$ cat config.mk
export PLATFORM = sky130hd
export DESIGN_NAME = byte_command_rgb_pwm_controller_flat
export DESIGN_NICKNAME = d
export VERILOG_FILES = /design/src/design/bcrpc_pkg.sv /design/src/design/bcrpc_if.sv /design/src/design/byte_command_rgb_pwm_controller.sv /design/src/design/bcrpc_front.sv /design/src/design/bcrpc_fifo.sv /design/src/design/bcrpc_back.sv /design/src/flat_wrapper.sv
export SDC_FILE = /design/constraint.sdc
export NUM_CORES = 1
export LEC_CHECK = 0
export BUFFER_PORTS_ARGS = -buffer_cell sky130_fd_sc_hd__clkbuf_2
export CAP_MARGIN = 20
export CORE_MARGIN = 10
export CORE_UTILIZATION = 62
export DETAILED_ROUTE_END_ITERATION = 8
export GPL_ROUTABILITY_DRIVEN = 0
export MAX_ROUTING_LAYER = met4
export PLACE_DENSITY = 0.83
export SLEW_MARGIN = 20
export SYNTH_ARGS = -nofsm -noshare
export SYNTH_HDL_FRONTEND = slang
export SYNTH_SLANG_ARGS = --single-unit
$ cat constraint.sdc
create_clock -name i_clk -period 8 [get_ports i_clk]
set_input_delay 1.2 -clock i_clk [delete_from_list [all_inputs] [get_ports i_clk]]
set_output_delay 1.2 -clock i_clk [all_outputs]
set_load 0.1 [all_outputs]
$ cat src/design/bcrpc_pkg.sv
`default_nettype none
package bcrpc_pkg;

    localparam int CHANNELS      = 4;
    localparam int COUNT_BITS    = 16;
    localparam int COLOURS       = 3;
    localparam int DUTY_BITS     = 16;
    localparam int ID_BITS       = 16;
    localparam int PHASE_BITS    = 15;
    localparam int BYTE_BITS     = 8;
    localparam int PIN_BITS      = 12;
    localparam int CHAN_OUT_BITS = 2;
    localparam int CH_W          = (CHANNELS > 1) ? $clog2(CHANNELS) : 1;

    localparam int FIFO_DEPTH    = 4;
    localparam int FIFO_AW       = $clog2(FIFO_DEPTH);

    localparam int APB_ADDR_BITS = 3;
    localparam int APB_DATA_BITS = 32;

    localparam logic [ID_BITS-1:0]    ID_BASE_RST    = 16'h0100;
    localparam logic [PHASE_BITS-1:0] PHASE_STEP_RST = 15'd21845;

    // register select is paddr[2]
    localparam logic REG_ID_BASE    = 1'b0;
    localparam logic REG_PHASE_STEP = 1'b1;

    localparam logic OP_BYTE = 1'b0;
    localparam logic OP_TICK = 1'b1;

    typedef logic [DUTY_BITS-1:0] t_duty;

    // classified request handed from the parser to the PWM engine
    typedef struct packed {
        logic            is_tick;
        logic            apply;
        logic [CH_W-1:0] chan;
        t_duty           red;
        t_duty           green;
        t_duty           blue;
    } t_cmd;

endpackage
`default_nettype wire

$ cat src/design/bcrpc_if.sv
`default_nettype none
interface bcrpc_in_if;
    logic                           valid;
    logic                           ready;
    logic                           operation;
    logic [bcrpc_pkg::BYTE_BITS-1:0] rx_byte;

    modport source (output valid, output operation, output rx_byte, input ready);
    modport sink   (input valid, input operation, input rx_byte, output ready);
endinterface

interface bcrpc_out_if;
    logic                               valid;
    logic                               ready;
    logic [bcrpc_pkg::PIN_BITS-1:0]      pwm_pins;
    logic                               frame_applied;
    logic [bcrpc_pkg::CHAN_OUT_BITS-1:0] applied_channel;

    modport source (output valid, output pwm_pins, output frame_applied,
                    output applied_channel, input ready);
    modport sink   (input valid, input pwm_pins, input frame_applied,
                    input applied_channel, output ready);
endinterface
`default_nettype wire

$ cat src/design/byte_command_rgb_pwm_controller.sv
// Byte-command RGB PWM controller. Each request is either a received command
// byte or one PWM timer tick, and each produces exactly one response with the
// twelve pin levels after that request, plus a flag and channel number when
// the byte closed an 8-byte frame (id, red, green, blue, all big-endian)
// whose id lies in id_base..id_base+3. A zero lead byte is skipped, so a run
// of zeros resyncs the framing. New duties are pending until the colour
// group's count (tick counter minus 0, phase_step or 2*phase_step) wraps to
// zero; pins are active-low, high while the count is at or above the duty.
// One request is taken per cycle if the queue has room; responses are
// registered. The parser and the PWM engine are split by a 4-entry queue, so
// the input keeps flowing for four requests while the response side is
// stalled; else the engine retires one request per cycle. Registers (APB,
// byte address 0 id_base, 4 phase_step) should be written only while idle.
`default_nettype none
module byte_command_rgb_pwm_controller (
    input  wire logic                                   i_clk,
    input  wire logic                                   i_rst_n,
    bcrpc_in_if.sink                                    i_req,
    bcrpc_out_if.source                                 o_rsp,
    input  wire logic                                   psel,
    input  wire logic                                   penable,
    input  wire logic                                   pwrite,
    input  wire logic [bcrpc_pkg::APB_ADDR_BITS-1:0]    paddr,
    input  wire logic [bcrpc_pkg::APB_DATA_BITS-1:0]    pwdata,
    output logic      [bcrpc_pkg::APB_DATA_BITS-1:0]    prdata,
    output logic                                        pready
);

    logic [bcrpc_pkg::ID_BITS-1:0]     r_id_base;
    logic [bcrpc_pkg::PHASE_BITS-1:0]  r_phase_step;
    logic                              w_push, w_full, w_pop, w_empty;
    bcrpc_pkg::t_cmd                   w_push_cmd, w_head_cmd;

    assign pready = 1'b1;
    assign prdata = (paddr[2] == bcrpc_pkg::REG_PHASE_STEP)
                  ? bcrpc_pkg::APB_DATA_BITS'(r_phase_step)
                  : bcrpc_pkg::APB_DATA_BITS'(r_id_base);

    always_ff @(posedge i_clk) begin
        if (!i_rst_n) begin
            r_id_base    <= bcrpc_pkg::ID_BASE_RST;
            r_phase_step <= bcrpc_pkg::PHASE_STEP_RST;
        end else if (psel && penable && pwrite) begin
            case (paddr[2])
                bcrpc_pkg::REG_ID_BASE:    r_id_base    <= pwdata[bcrpc_pkg::ID_BITS-1:0];
                bcrpc_pkg::REG_PHASE_STEP: r_phase_step <= pwdata[bcrpc_pkg::PHASE_BITS-1:0];
                default: begin
                end
            endcase
        end
    end

    bcrpc_front u_front (
        .i_clk     (i_clk),
        .i_rst_n   (i_rst_n),
        .i_req     (i_req),
        .i_id_base (r_id_base),
        .i_full    (w_full),
        .o_push    (w_push),
        .o_cmd     (w_push_cmd)
    );

    bcrpc_fifo u_fifo (
        .i_clk   (i_clk),
        .i_rst_n (i_rst_n),
        .i_push  (w_push),
        .i_data  (w_push_cmd),
        .o_full  (w_full),
        .i_pop   (w_pop),
        .o_empty (w_empty),
        .o_data  (w_head_cmd)
    );

    bcrpc_back u_back (
        .i_clk        (i_clk),
        .i_rst_n      (i_rst_n),
        .i_empty      (w_empty),
        .i_cmd        (w_head_cmd),
        .o_pop        (w_pop),
        .i_phase_step (r_phase_step),
        .o_rsp        (o_rsp)
    );

endmodule
`default_nettype wire

$ cat src/design/bcrpc_front.sv
`default_nettype none
module bcrpc_front (
    input  wire logic                           i_clk,
    input  wire logic                           i_rst_n,
    bcrpc_in_if.sink                            i_req,
    input  wire logic [bcrpc_pkg::ID_BITS-1:0]  i_id_base,
    input  wire logic                           i_full,
    output logic                                o_push,
    output bcrpc_pkg::t_cmd                     o_cmd
);

    localparam logic [2:0] PS_ID_HI    = 3'd0;
    localparam logic [2:0] PS_ID_LO    = 3'd1;
    localparam logic [2:0] PS_RED_HI   = 3'd2;
    localparam logic [2:0] PS_RED_LO   = 3'd3;
    localparam logic [2:0] PS_GREEN_HI = 3'd4;
    localparam logic [2:0] PS_GREEN_LO = 3'd5;
    localparam logic [2:0] PS_BLUE_HI  = 3'd6;
    localparam logic [2:0] PS_BLUE_LO  = 3'd7;

    logic [2:0]                      r_step, n_step;
    logic [bcrpc_pkg::ID_BITS-1:0]   r_id, n_id;
    bcrpc_pkg::t_duty                r_red, n_red;
    bcrpc_pkg::t_duty                r_green, n_green;
    bcrpc_pkg::t_duty                r_blue, n_blue;
    logic [bcrpc_pkg::ID_BITS-1:0]   w_rel;
    logic                            w_match;

    assign i_req.ready = !i_full;
    assign o_push      = i_req.valid && !i_full;

    // modular distance, so ids near the top do not wrap onto channel 0
    assign w_rel   = r_id - i_id_base;
    assign w_match = (w_rel < bcrpc_pkg::ID_BITS'(bcrpc_pkg::CHANNELS));

    always_comb begin
        n_step  = r_step;
        n_id    = r_id;
        n_red   = r_red;
        n_green = r_green;
        n_blue  = r_blue;

        o_cmd.is_tick = (i_req.operation == bcrpc_pkg::OP_TICK);
        o_cmd.apply   = 1'b0;
        o_cmd.chan    = w_rel[bcrpc_pkg::CH_W-1:0];
        o_cmd.red     = r_red;
        o_cmd.green   = r_green;
        o_cmd.blue    = {r_blue[7:0], i_req.rx_byte};

        if (i_req.operation == bcrpc_pkg::OP_BYTE) begin
            case (r_step)
                PS_ID_HI: begin
                    // zero lead byte keeps us here: resync
                    n_id   = bcrpc_pkg::ID_BITS'(i_req.rx_byte);
                    n_step = (i_req.rx_byte != '0) ? PS_ID_LO : PS_ID_HI;
                end
                PS_ID_LO: begin
                    n_id   = {r_id[7:0], i_req.rx_byte};
                    n_step = PS_RED_HI;
                end
                PS_RED_HI: begin
                    n_red  = bcrpc_pkg::DUTY_BITS'(i_req.rx_byte);
                    n_step = PS_RED_LO;
                end
                PS_RED_LO: begin
                    n_red  = {r_red[7:0], i_req.rx_byte};
                    n_step = PS_GREEN_HI;
                end
                PS_GREEN_HI: begin
                    n_green = bcrpc_pkg::DUTY_BITS'(i_req.rx_byte);
                    n_step  = PS_GREEN_LO;
                end
                PS_GREEN_LO: begin
                    n_green = {r_green[7:0], i_req.rx_byte};
                    n_step  = PS_BLUE_HI;
                end
                PS_BLUE_HI: begin
                    n_blue = bcrpc_pkg::DUTY_BITS'(i_req.rx_byte);
                    n_step = PS_BLUE_LO;
                end
                PS_BLUE_LO: begin
                    n_blue      = {r_blue[7:0], i_req.rx_byte};
                    o_cmd.apply = w_match;
                    n_step      = PS_ID_HI;
                end
                default: begin
                    n_step = PS_ID_HI;
                end
            endcase
        end
    end

    always_ff @(posedge i_clk) begin
        if (!i_rst_n) begin
            r_step <= PS_ID_HI;
        end else if (o_push) begin
            r_step <= n_step;
        end
    end

    always_ff @(posedge i_clk) begin
        if (o_push) begin
            r_id    <= n_id;
            r_red   <= n_red;
            r_green <= n_green;
            r_blue  <= n_blue;
        end
    end

endmodule
`default_nettype wire

$ cat src/design/bcrpc_fifo.sv
`default_nettype none
module bcrpc_fifo (
    input  wire logic            i_clk,
    input  wire logic            i_rst_n,
    input  wire logic            i_push,
    input  wire bcrpc_pkg::t_cmd i_data,
    output logic                 o_full,
    input  wire logic            i_pop,
    output logic                 o_empty,
    output bcrpc_pkg::t_cmd      o_data
);

    localparam int AW = bcrpc_pkg::FIFO_AW;
    localparam logic [AW-1:0] LAST = AW'(bcrpc_pkg::FIFO_DEPTH - 1);

    bcrpc_pkg::t_cmd  r_mem [bcrpc_pkg::FIFO_DEPTH];
    logic [AW-1:0]    r_wr, r_rd;
    logic [AW:0]      r_cnt;
    logic             w_push, w_pop;

    assign o_full  = (r_cnt == (AW+1)'(bcrpc_pkg::FIFO_DEPTH));
    assign o_empty = (r_cnt == '0);
    assign o_data  = r_mem[r_rd];
    assign w_push  = i_push && !o_full;
    assign w_pop   = i_pop && !o_empty;

    always_ff @(posedge i_clk) begin
        if (w_push) begin
            r_mem[r_wr] <= i_data;
        end
    end

    always_ff @(posedge i_clk) begin
        if (!i_rst_n) begin
            r_wr  <= '0;
            r_rd  <= '0;
            r_cnt <= '0;
        end else begin
            if (w_push) begin
                r_wr <= (r_wr == LAST) ? '0 : r_wr + 1'b1;
            end
            if (w_pop) begin
                r_rd <= (r_rd == LAST) ? '0 : r_rd + 1'b1;
            end
            if (w_push && !w_pop) begin
                r_cnt <= r_cnt + 1'b1;
            end else if (w_pop && !w_push) begin
                r_cnt <= r_cnt - 1'b1;
            end
        end
    end

endmodule
`default_nettype wire

$ cat src/design/bcrpc_back.sv
`default_nettype none
module bcrpc_back (
    input  wire logic                              i_clk,
    input  wire logic                              i_rst_n,
    input  wire logic                              i_empty,
    input  wire bcrpc_pkg::t_cmd                   i_cmd,
    output logic                                   o_pop,
    input  wire logic [bcrpc_pkg::PHASE_BITS-1:0]  i_phase_step,
    bcrpc_out_if.source                            o_rsp
);

    localparam int NC = bcrpc_pkg::COLOURS;
    localparam int NCH = bcrpc_pkg::CHANNELS;
    localparam int CB = bcrpc_pkg::COUNT_BITS;

    logic [CB-1:0]     r_tick, n_tick;
    bcrpc_pkg::t_duty  r_pend [NC][NCH];
    bcrpc_pkg::t_duty  r_act  [NC][NCH];
    bcrpc_pkg::t_duty  n_act  [NC][NCH];
    logic [CB-1:0]     w_off  [NC];
    logic [CB-1:0]     w_cnt  [NC];
    logic [NC-1:0]     w_wrap;
    logic [bcrpc_pkg::PIN_BITS-1:0] w_pins;

    logic                                  r_valid;
    logic [bcrpc_pkg::PIN_BITS-1:0]        r_pins;
    logic                                  r_applied;
    logic [bcrpc_pkg::CHAN_OUT_BITS-1:0]   r_chan;

    assign o_pop = !i_empty && (!r_valid || o_rsp.ready);

    assign o_rsp.valid           = r_valid;
    assign o_rsp.pwm_pins        = r_pins;
    assign o_rsp.frame_applied   = r_applied;
    assign o_rsp.applied_channel = r_chan;

    assign w_off[0] = '0;
    assign w_off[1] = CB'(i_phase_step);
    assign w_off[2] = CB'({i_phase_step, 1'b0});

    assign n_tick = i_cmd.is_tick ? r_tick + 1'b1 : r_tick;

    // preload: a group takes its pending duties when its own count wraps to 0
    always_comb begin
        for (int c = 0; c < NC; c++) begin
            w_cnt[c]  = n_tick - w_off[c];
            w_wrap[c] = i_cmd.is_tick && (w_cnt[c] == '0);
            for (int ch = 0; ch < NCH; ch++) begin
                n_act[c][ch] = w_wrap[c] ? r_pend[c][ch] : r_act[c][ch];
            end
        end
    end

    // active-low pins: high while count is at or above duty
    for (genvar b = 0; b < bcrpc_pkg::PIN_BITS; b++) begin : g_pin
        if (b / NCH < NC) begin : g_on
            assign w_pins[b] = (bcrpc_pkg::DUTY_BITS'(w_cnt[b / NCH]) >=
                                n_act[b / NCH][b % NCH]);
        end else begin : g_off
            assign w_pins[b] = 1'b0;
        end
    end

    always_ff @(posedge i_clk) begin
        if (!i_rst_n) begin
            r_tick <= '0;
            for (int c = 0; c < NC; c++) begin
                for (int ch = 0; ch < NCH; ch++) begin
                    r_pend[c][ch] <= '0;
                    r_act[c][ch]  <= '0;
                end
            end
        end else if (o_pop) begin
            r_tick <= n_tick;
            for (int c = 0; c < NC; c++) begin
                for (int ch = 0; ch < NCH; ch++) begin
                    r_act[c][ch] <= n_act[c][ch];
                end
            end
            for (int ch = 0; ch < NCH; ch++) begin
                if (i_cmd.apply && i_cmd.chan == bcrpc_pkg::CH_W'(ch)) begin
                    r_pend[0][ch] <= i_cmd.red;
                    r_pend[1][ch] <= i_cmd.green;
                    r_pend[2][ch] <= i_cmd.blue;
                end
            end
        end
    end

    always_ff @(posedge i_clk) begin
        if (!i_rst_n) begin
            r_valid <= 1'b0;
        end else if (o_pop) begin
            r_valid <= 1'b1;
        end else if (o_rsp.ready) begin
            r_valid <= 1'b0;
        end
    end

    always_ff @(posedge i_clk) begin
        if (o_pop) begin
            r_pins    <= w_pins;
            r_applied <= i_cmd.apply;
            r_chan    <= i_cmd.apply ? bcrpc_pkg::CHAN_OUT_BITS'(i_cmd.chan) : '0;
        end
    end

endmodule
`default_nettype wire

$ cat src/flat_wrapper.sv
// flat-port wrapper written by rule: the top's interface ports become plain ports
module byte_command_rgb_pwm_controller_flat 
  (i_clk, i_rst_n, psel, penable, pwrite, paddr, pwdata, prdata, pready, i_req_valid, i_req_operation, i_req_rx_byte, i_req_ready, o_rsp_valid, o_rsp_pwm_pins, o_rsp_frame_applied, o_rsp_applied_channel, o_rsp_ready);
  bcrpc_in_if i_req_i ();
  bcrpc_out_if o_rsp_i ();
  input  wire logic i_clk;
  input  wire logic i_rst_n;
  input  wire logic psel;
  input  wire logic penable;
  input  wire logic pwrite;
  input  wire logic [bcrpc_pkg::APB_ADDR_BITS-1:0] paddr;
  input  wire logic [bcrpc_pkg::APB_DATA_BITS-1:0] pwdata;
  output logic      [bcrpc_pkg::APB_DATA_BITS-1:0] prdata;
  output logic pready;
  input wire logic [$bits(i_req_i.valid)-1:0] i_req_valid;
  input wire logic [$bits(i_req_i.operation)-1:0] i_req_operation;
  input wire logic [$bits(i_req_i.rx_byte)-1:0] i_req_rx_byte;
  output wire logic [$bits(i_req_i.ready)-1:0] i_req_ready;
  output wire logic [$bits(o_rsp_i.valid)-1:0] o_rsp_valid;
  output wire logic [$bits(o_rsp_i.pwm_pins)-1:0] o_rsp_pwm_pins;
  output wire logic [$bits(o_rsp_i.frame_applied)-1:0] o_rsp_frame_applied;
  output wire logic [$bits(o_rsp_i.applied_channel)-1:0] o_rsp_applied_channel;
  input wire logic [$bits(o_rsp_i.ready)-1:0] o_rsp_ready;
  assign i_req_i.valid = i_req_valid;
  assign i_req_i.operation = i_req_operation;
  assign i_req_i.rx_byte = i_req_rx_byte;
  assign i_req_ready = i_req_i.ready;
  assign o_rsp_valid = o_rsp_i.valid;
  assign o_rsp_pwm_pins = o_rsp_i.pwm_pins;
  assign o_rsp_frame_applied = o_rsp_i.frame_applied;
  assign o_rsp_applied_channel = o_rsp_i.applied_channel;
  assign o_rsp_i.ready = o_rsp_ready;
  byte_command_rgb_pwm_controller u_core (.i_clk(i_clk), .i_rst_n(i_rst_n), .i_req(i_req_i), .o_rsp(o_rsp_i), .psel(psel), .penable(penable), .pwrite(pwrite), .paddr(paddr), .pwdata(pwdata), .prdata(prdata), .pready(pready));
endmodule
==> reports/results.ini, run 1 <==
[worst_setup_path]
critPathKind=reg2reg
end_kind=register
crit_fanout=36
cp.arrival_ns=8.14
slowest_delay_ns=0.74
worstPathRequired_ns=8.35
critical-path-top-delay-family=compound AO/OA/AOI/OAI gates
cp_slowest_cell=xnor2_1
crit_path_start_kind=register
path_cells=mux4_2, and3_4, nand2_1, xnor2_1, ha_1, a211oi_1, o21ai_0, a22oi_1, o211ai_1, a221oi_1, o2111ai_4, o21ai_0, nand2_1, ha_1, nand2b_1, a21o_1, a21o_1, a211o_1, a21oi_1, o21ai_0, a41oi_1, a31oi_1
critPathBufInv=0
crit_top_cell=o21ai_0

[cts]
cts_tree=yes
clkSlewWorstSetupHoldPaths_ns=0.06
cts.sinks=723
root_buffer=clkbuf_16
htree_levels=3
clk_latency_ns=0.63
numCtsBuffers=75
clock_path_buffers=3
ctsHoldBuffers=0

[yosys]
synth.distinct_cells=73
syn_avg_cell_area_sq_um=12.4
yosysTopAreaCell=edfxtp_1
yosys.area.top_type_share=0.545
ys.warnings.count=0
async_flop_share=0
synthCells=2944
synth_edf_count=663
synthFlopType=edfxtp_1
yosysSeqAreaShare=0.578
ys_ff_latch=723
synth.area.top_cells=edfxtp_1, ha_1, and2_1
netlist_area_sq_um=36500

[timing]
setup_ws_ns=0.214
max-slew-margin-rel=0.235
period_needed_ns=7.79
worst_pin_slew_ns=1.15
post-route-period-util=0.973
rsz0062_at_grt=no
finalSetupViolations=0
hold_violations=0
skew_ns=0.0218
fmax_ghz=0.128
tns_ns=0
slew_viol_final=0

[placement]
dpl_worst_slack_ns=0.490
place.port_buffers=65
place_hpwl_um=56500

[detailed_routing]
top_layer_used=met4
vias_per_cell=6.55
route.met3.wl_um=7670
wl_met1_um=34500
first_pass_iters=6
routed_wl_um=89600
first_iter_violations=2794
drc=0
vias=24900
wl_met2_um=43600
ant_nets=0
wl_per_cell_um=23.6

[grt]
globalRouteTotalUtil=0.262
grt_pass1_wl_um=141000
grt_max_degree=116
grt_pass1_vias=25100
gr-total-overflow=0
antenna_found_initial=2

[layout]
drive_gt1_frac=0.101
syn2layout_area_growth_pct=9.56
final_nets=3276
diodes=0

[min_path]
min_path_type=reg2reg

[die]
die_h_um=263
core_sq_um=58000
io_pins=101
row_count=88
fp.dieW_um=263
dieArea_sq_um=69000
start_util=0.629

[run_status]
outcome=finished clean

[power_and_ir_drop]
vdd_drop_max_uv=217
cellPowerDensity_nw_per_um2=313
p_leak_uw=0.0152

[run]
maxCapViolations=0

-- cells in the final DEF, fill, tap and decap left out, types with 18 or more instances in the layout --
cell | synthesis | final
edfxtp_1 | 663 | 663
a21oi_1 | 230 | 230
nand2b_1 | 31 | 31
and3_1 | 26 | 22
mux4_2 | 51 | 51
a21o_1 | 57 | 57
nor3_1 | 31 | 26
dfxtp_1 | 60 | 58
nor2b_1 | 25 | 25
mux2i_1 | 65 | 65
a211oi_1 | 18 | 18
clkbuf_16 | 0 | 79
nor2_1 | 134 | 130
nand2_1 | 137 | 135
nand3_1 | 81 | 81
xor2_1 | 25 | 25
o21ai_0 | 185 | 183
nand4_1 | 82 | 82
clkbuf_2 | 0 | 65
o21a_1 | 31 | 30
buf_4 | 19 | 40
and2_1 | 340 | 340
ha_1 | 247 | 247
inv_1 | 63 | 63
-- Yosys cell counts, types with 31 or more instances --
cell type,n
a21oi_1,230
mux2i_1,65
ha_1,247
clkbuf_1,102
nand2_1,137
o21a_1,31
nand2b_1,31
nand3_1,81
and2_1,340
dfxtp_1,60
nand4_1,82
nor3_1,31
edfxtp_1,663
mux4_2,51
a21o_1,57
o21ai_0,185
nor2_1,134
inv_1,63
-- final timing paths --
check,cells past startpoint,slack [ns],startpoint,endpoint
max,22,0.21,register,u_core.u_back.o_rsp.pwm_pins[9]
min,2,0.46,u_core.r_id_base[9],u_core.r_id_base[9]
max reg2reg,22,0.21,register,u_core.u_back.o_rsp.pwm_pins[9]
min reg2reg,2,0.46,u_core.r_id_base[9],u_core.r_id_base[9]
-- registers in the layout, summed over array words and instances (netlist names), 8 cells and up, named ones only --
register,flops
u_core.u_fifo.r_mem,208
u_core.u_back.r_act,192
u_core.u_back.r_pend,192
u_core.r_id_base,16
u_core.u_back.r_tick,16
u_core.u_front.r_green,16
u_core.u_front.r_id,16
u_core.u_front.r_red,16
u_core.r_phase_step,15
u_core.u_back.o_rsp.pwm_pins,12
u_core.u_front.r_blue,8
-- tightest hold or removal path, stage by stage (launching register included) --
cell	delay (ns)
dfxtp_1	0.31
nand2_1	0.05
a21oi_1	0.05
-- layout make-up --
| type | instances | area, sq um |
|---|---|---|
| sequential | 723 | 21100 |
| clock inverter | 38 | 364 |
| fill | 3759 | 18000 |
| inverter | 64 | 240 |
| tap | 765 | 957 |
| clock buffer | 97 | 2050 |
| multi-input combinational | 2003 | 14600 |
| timing repair buffer | 107 | 673 |
-- power breakdown --
part / internal [uW] / switching, uW / total, uW / leakage (uW)
clock: 2040 / 1430 / 3470 / 0.00118
sequential: 5010 / 202 / 5210 / 0.00720
combinational: 1340 / 2520 / 3860 / 0.00678
-- cells by family after synthesis --
kind of cell | after synthesis | share of synthesized area
muxes | 122 | 0.0516
and+or+nand+nor | 937 | 0.140
xor gates and xnor gates | 46 | 0.0114
buffers and inverters | 233 | 0.0290
other | 2 | 0.000206
adders and majority gates | 251 | 0.0869
AOI/OAI and AO/OA | 630 | 0.103
DFF | 723 | 0.578
-- through the flow --
step	power [uW]	std cells	utilization	instance area (sq um)	hold WS, ns
3_5_place_dp	9050	3662	0.647	37500	0.449
4_1_cts	12500	3797	0.689	40000	0.456
2_1_floorplan	7970	2959	-	36600	0.436
5_1_grt	13100	3797	0.689	40000	0.472
3_3_place_gp	8830	3661	0.646	37500	0.442
6_report	12500	3797	0.689	40000	0.460
-- routing by layer --
layer,up-vias,global-route usage
li1,11100,-
met1,12300,0.327
met2,1303,0.418
met3,267,0.0417
met4,0,0.116
met5,-,-
-- timing repair --
| item | in CTS | in global routing |
|---|---|---|
| gates resized for setup | 0 | 3 |
| setup endpoints to repair | 0 | 4 |
| buffers inserted | 0 | 0 |
Power figures use the tool's default switching activity.
==> inputs of run 2 (changes only) <==
--- a/config.mk
+++ b/config.mk
@@ -11,9 +11,11 @@
 export CORE_UTILIZATION = 62
 export DETAILED_ROUTE_END_ITERATION = 8
 export GPL_ROUTABILITY_DRIVEN = 0
+export GPL_TIMING_DRIVEN = 0
 export MAX_ROUTING_LAYER = met4
 export PLACE_DENSITY = 0.83
 export SLEW_MARGIN = 20
 export SYNTH_ARGS = -nofsm -noshare
 export SYNTH_HDL_FRONTEND = slang
+export SYNTH_HIERARCHICAL = 1
 export SYNTH_SLANG_ARGS = --single-unit
==> run 2 against run 1 <==
  * Non-clock buffer count rose by 111
  * Largest power group unchanged
  * Via count is 8.7% lower
  * Critical path type unchanged
  * Cell count shrank 6.3%
==> reports/results.ini, run 2 <==
[power_and_ir_drop]
clkPwrFrac=0.258  ; was 0.277
power_uw=12900  ; was 12500 uW
switching_share=0.340  ; was 0.332
seq_power_share=0.411  ; was 0.415
p_leak_uw=0.0163  ; was 0.0152 uW
vdd_drop_max_uv=269  ; was 217 uV
cellPowerDensity_nw_per_um2=322  ; was 313 nW/um^2
p_sw_uw=4390  ; was 4160 uW
internal_power_uw=8520  ; was 8380 uW
p_comb_frac=0.332  ; was 0.308

[worst_setup_path]
worstReg2RegEnd=u_core/u_back/o_rsp.pwm_pins[11]  ; was u_core.u_back.o_rsp.pwm_pins[9]
slowest_delay_ns=0.62  ; was 0.74 ns
crit_top_cell=a21o_1  ; was o21ai_0
ff2ff_setup_slack_ns=0.08  ; was 0.21 ns
crit_path_start_kind=register  ; unchanged
crit_fanout=10  ; was 36
cp_slowest_cell=nor4_4  ; was xnor2_1
end_kind=register  ; unchanged
critPathKind=reg2reg  ; unchanged
cp.arrival_ns=8.24  ; was 8.14 ns
r2r_cells=28  ; was 22
worstPathRequired_ns=8.33  ; was 8.35 ns

[cts]
clk_latency_ns=0.63  ; about the same
numCtsBuffers=74  ; was 75
clock_path_buffers=3  ; unchanged
cts_tree=yes  ; unchanged
cts.sinks=723  ; unchanged
root_buffer=clkbuf_16  ; unchanged
clkSlewWorstSetupHoldPaths_ns=0.06  ; about the same
htree_levels=3  ; unchanged
ctsHoldBuffers=0  ; unchanged

[die]
core_sq_um=56700  ; was 58000 sq um
fp.dieW_um=260  ; was 263 um
row_count=87  ; was 88
dieArea_sq_um=67600  ; was 69000 sq um
die_h_um=260  ; was 263 um
io_pins=101  ; unchanged
start_util=0.630  ; was 0.629

[yosys]
yosys.area.top_type_share=0.557  ; was 0.545
ys_ff_latch=723  ; unchanged
synth.area.top_cells=edfxtp_1, ha_1, mux2i_1  ; was edfxtp_1, ha_1, and2_1
async_flop_share=0  ; unchanged
synthAdderAreaFrac=0.0887  ; was 0.0869
synth.distinct_cells=84  ; was 73
yosysSeqAreaShare=0.591  ; was 0.578
synth_common_cells=edfxtp_1, nor2_1, ha_1  ; was edfxtp_1, and2_1, ha_1
ys.warnings.count=6  ; was 0
synth_top_family_by_area=multiplexers  ; was simple AND/OR/NAND/NOR gates
synth-xor-area-share=0.0132  ; was 0.0114
yosysMostFrequentCell=edfxtp_1  ; unchanged
muxShareOfSynthArea=0.109  ; was 0.0516
yosysTopAreaCell=edfxtp_1  ; unchanged
synthCells=2568  ; was 2944
syn_avg_cell_area_sq_um=13.9  ; was 12.4 sq um
synth_edf_count=663  ; unchanged
synthFlopType=edfxtp_1  ; unchanged
netlist_area_sq_um=35700  ; was 36500 sq um
yosys.area_share.simple=0.106  ; was 0.140
synth_compound_area_frac=0.0608  ; was 0.103

[min_path]
holdPathEnd=u_core/r_phase_step[13]  ; was u_core.r_id_base[9]
min_delay_path_depth=2  ; unchanged
min_path_type=reg2reg  ; unchanged
hp-start=u_core/r_phase_step[13]  ; was u_core.r_id_base[9]

[timing]
max-slew-margin-rel=0.213  ; was 0.235
hold_violations=0  ; unchanged
period_needed_ns=7.92  ; was 7.79 ns
post-route-period-util=0.990  ; was 0.973
worst_pin_slew_ns=1.17  ; was 1.15 ns
fmax_ghz=0.126  ; was 0.128 GHz
skew_ns=0.0248  ; was 0.0218 ns
rsz0062_at_grt=yes  ; was no
slew_viol_final=0  ; unchanged
finalSetupViolations=0  ; unchanged

[detailed_routing]
ant_nets=0  ; unchanged
vias=22700  ; was 24900
drc=0  ; unchanged
first_pass_iters=7  ; was 6
routed_wl_um=90300  ; was 89600 um
first_iter_violations=2409  ; was 2794
vias_per_cell=6.39  ; was 6.55
wl_per_cell_um=25.4  ; was 23.6 um

[layout]
fill_cells=3443  ; was 3759
mostFrequentLayoutCells=edfxtp_1, ha_1, nor2_1  ; was edfxtp_1, and2_1, ha_1
layout.cells.most_common=edfxtp_1  ; unchanged
drive_gt1_frac=0.156  ; was 0.101
final_nets=3051  ; was 3276
largest_register_ffs=208  ; unchanged
syn2layout_area_growth_pct=12.2  ; was 9.56%
regMostFlops=u_core/u_fifo/r_mem  ; was u_core.u_fifo.r_mem
fin_cells=3557  ; was 3797
reg_top3=u_core/u_fifo/r_mem (208), u_core/u_back/r_act (192), u_core/u_back/r_pend (192)  ; was u_core.u_fifo.r_mem (208), u_core.u_back.r_act (192), u_core.u_back.r_pend (192)

[grt]
grt_pass1_wl_um=136000  ; was 141000 um
gr-total-overflow=0  ; unchanged
globalRouteTotalUtil=0.271  ; was 0.262
antenna_found_initial=3  ; was 2
grt_max_degree=52  ; was 116
grt_pass1_vias=23300  ; was 25100

[placement]
place.port_buffers=64  ; was 65
post-place-cells=3424  ; was 3662
place_hpwl_um=61600  ; was 56500 um

[run_status]
outcome=finished clean  ; unchanged

[run]
maxCapViolations=0  ; unchanged

==> run 2: cells by family after synthesis <==
| logic type | Yosys count |
|---|---|
| AND/OR/NAND/NOR | 738 |
| XOR/XNOR | 54 |
| adder cells (fa/ha/maj) | 251 |
| AO/OA/AOI/OAI | 307 |
| flip-flops | 723 |
| other | 2 |
| multiplexers | 297 |
| buffers and inverters | 196 |
==> run 2: cell type report <==
class | instances | area, sq um | share of cell area
clock inverter | 26 | 224 | 0.00558
clock buffer | 101 | 2060 | 0.0513
multi-input combinational | 1664 | 13900 | 0.347
buffer | 127 | 836 | 0.0208
inverter | 68 | 255 | 0.00636
tap | 756 | 946 | 0.0236
antenna | 1 | 2.50 | 0.0000624
sequential | 723 | 21100 | 0.526
timing repair buffer | 91 | 749 | 0.0187
==> run 2: per-stage QoR <==
step	hold WS, ns	utilization	TNS, ns	setup WS (ns)	area, sq um
finish	0.472	0.707	0	0.0826	40100
global route	0.493	0.707	-0.0745	-0.0610	40100
CTS	0.476	0.704	-0.0120	-0.0120	39900
detailed placement	0.472	0.662	-4.34	-0.803	37500
global placement	0.457	0.653	-348.57	-1.33	37100
floorplan	0.444	-	0	1.35	35800
==> run 2: worst max-delay path by stage <==
stage                     start                               end  slack, ns  depth (start not counted)
global route           register   u_core/u_back/o_rsp.pwm_pins[7]      -0.06                         26
detailed placement     register  u_core/u_back/o_rsp.pwm_pins[11]      -0.80                         30
global placement    o_rsp_ready        u_core/u_back/r_act[0][77]      -1.33                          5
finish                 register  u_core/u_back/o_rsp.pwm_pins[11]       0.08                         28
floorplan              register  u_core/u_back/o_rsp.pwm_pins[11]       1.35                         30
CTS                    register  u_core/u_back/o_rsp.pwm_pins[11]      -0.01                         29
==> run 2: repair_timing <==
| item | CTS | global route |
|---|---|---|
| buffers inserted | 0 | 6 |
| gates resized for setup | 13 | 18 |
| pin swaps | 0 | 4 |
| endpoints found under the setup margin | 8 | 8 |
==> run 2: routing by layer <==
metal	global-route usage	wire, um
met4	0.137	4600
met1	0.327	34200
met2	0.436	43500
met3	0.0492	8030
met5	-	0
==> run 2: worst max-delay path, delay by kind of cell, from the launching register on <==
family / cells / cell delay (ns)
flip-flops: 1 / 0.33
AND/OR/NAND/NOR: 7 / 2.41
AO/OA/AOI/OAI: 11 / 2.13
multiplexers: 2 / 0.65
XOR/XNOR: 2 / 0.75
adder cells (fa/ha/maj): 2 / 0.63
buffers and inverters: 4 / 0.71
==> run 2: power groups by stage <==
stage          logic, uW  registers [uW]  clock network, uW
2_1_floorplan       2580            5620                  0
3_3_place_gp        3830            5450                  0
3_5_place_dp        4150            5350                  0
4_1_cts             4210            5300               3360
5_1_grt             4580            5360               3510
6_report            4280            5300               3330
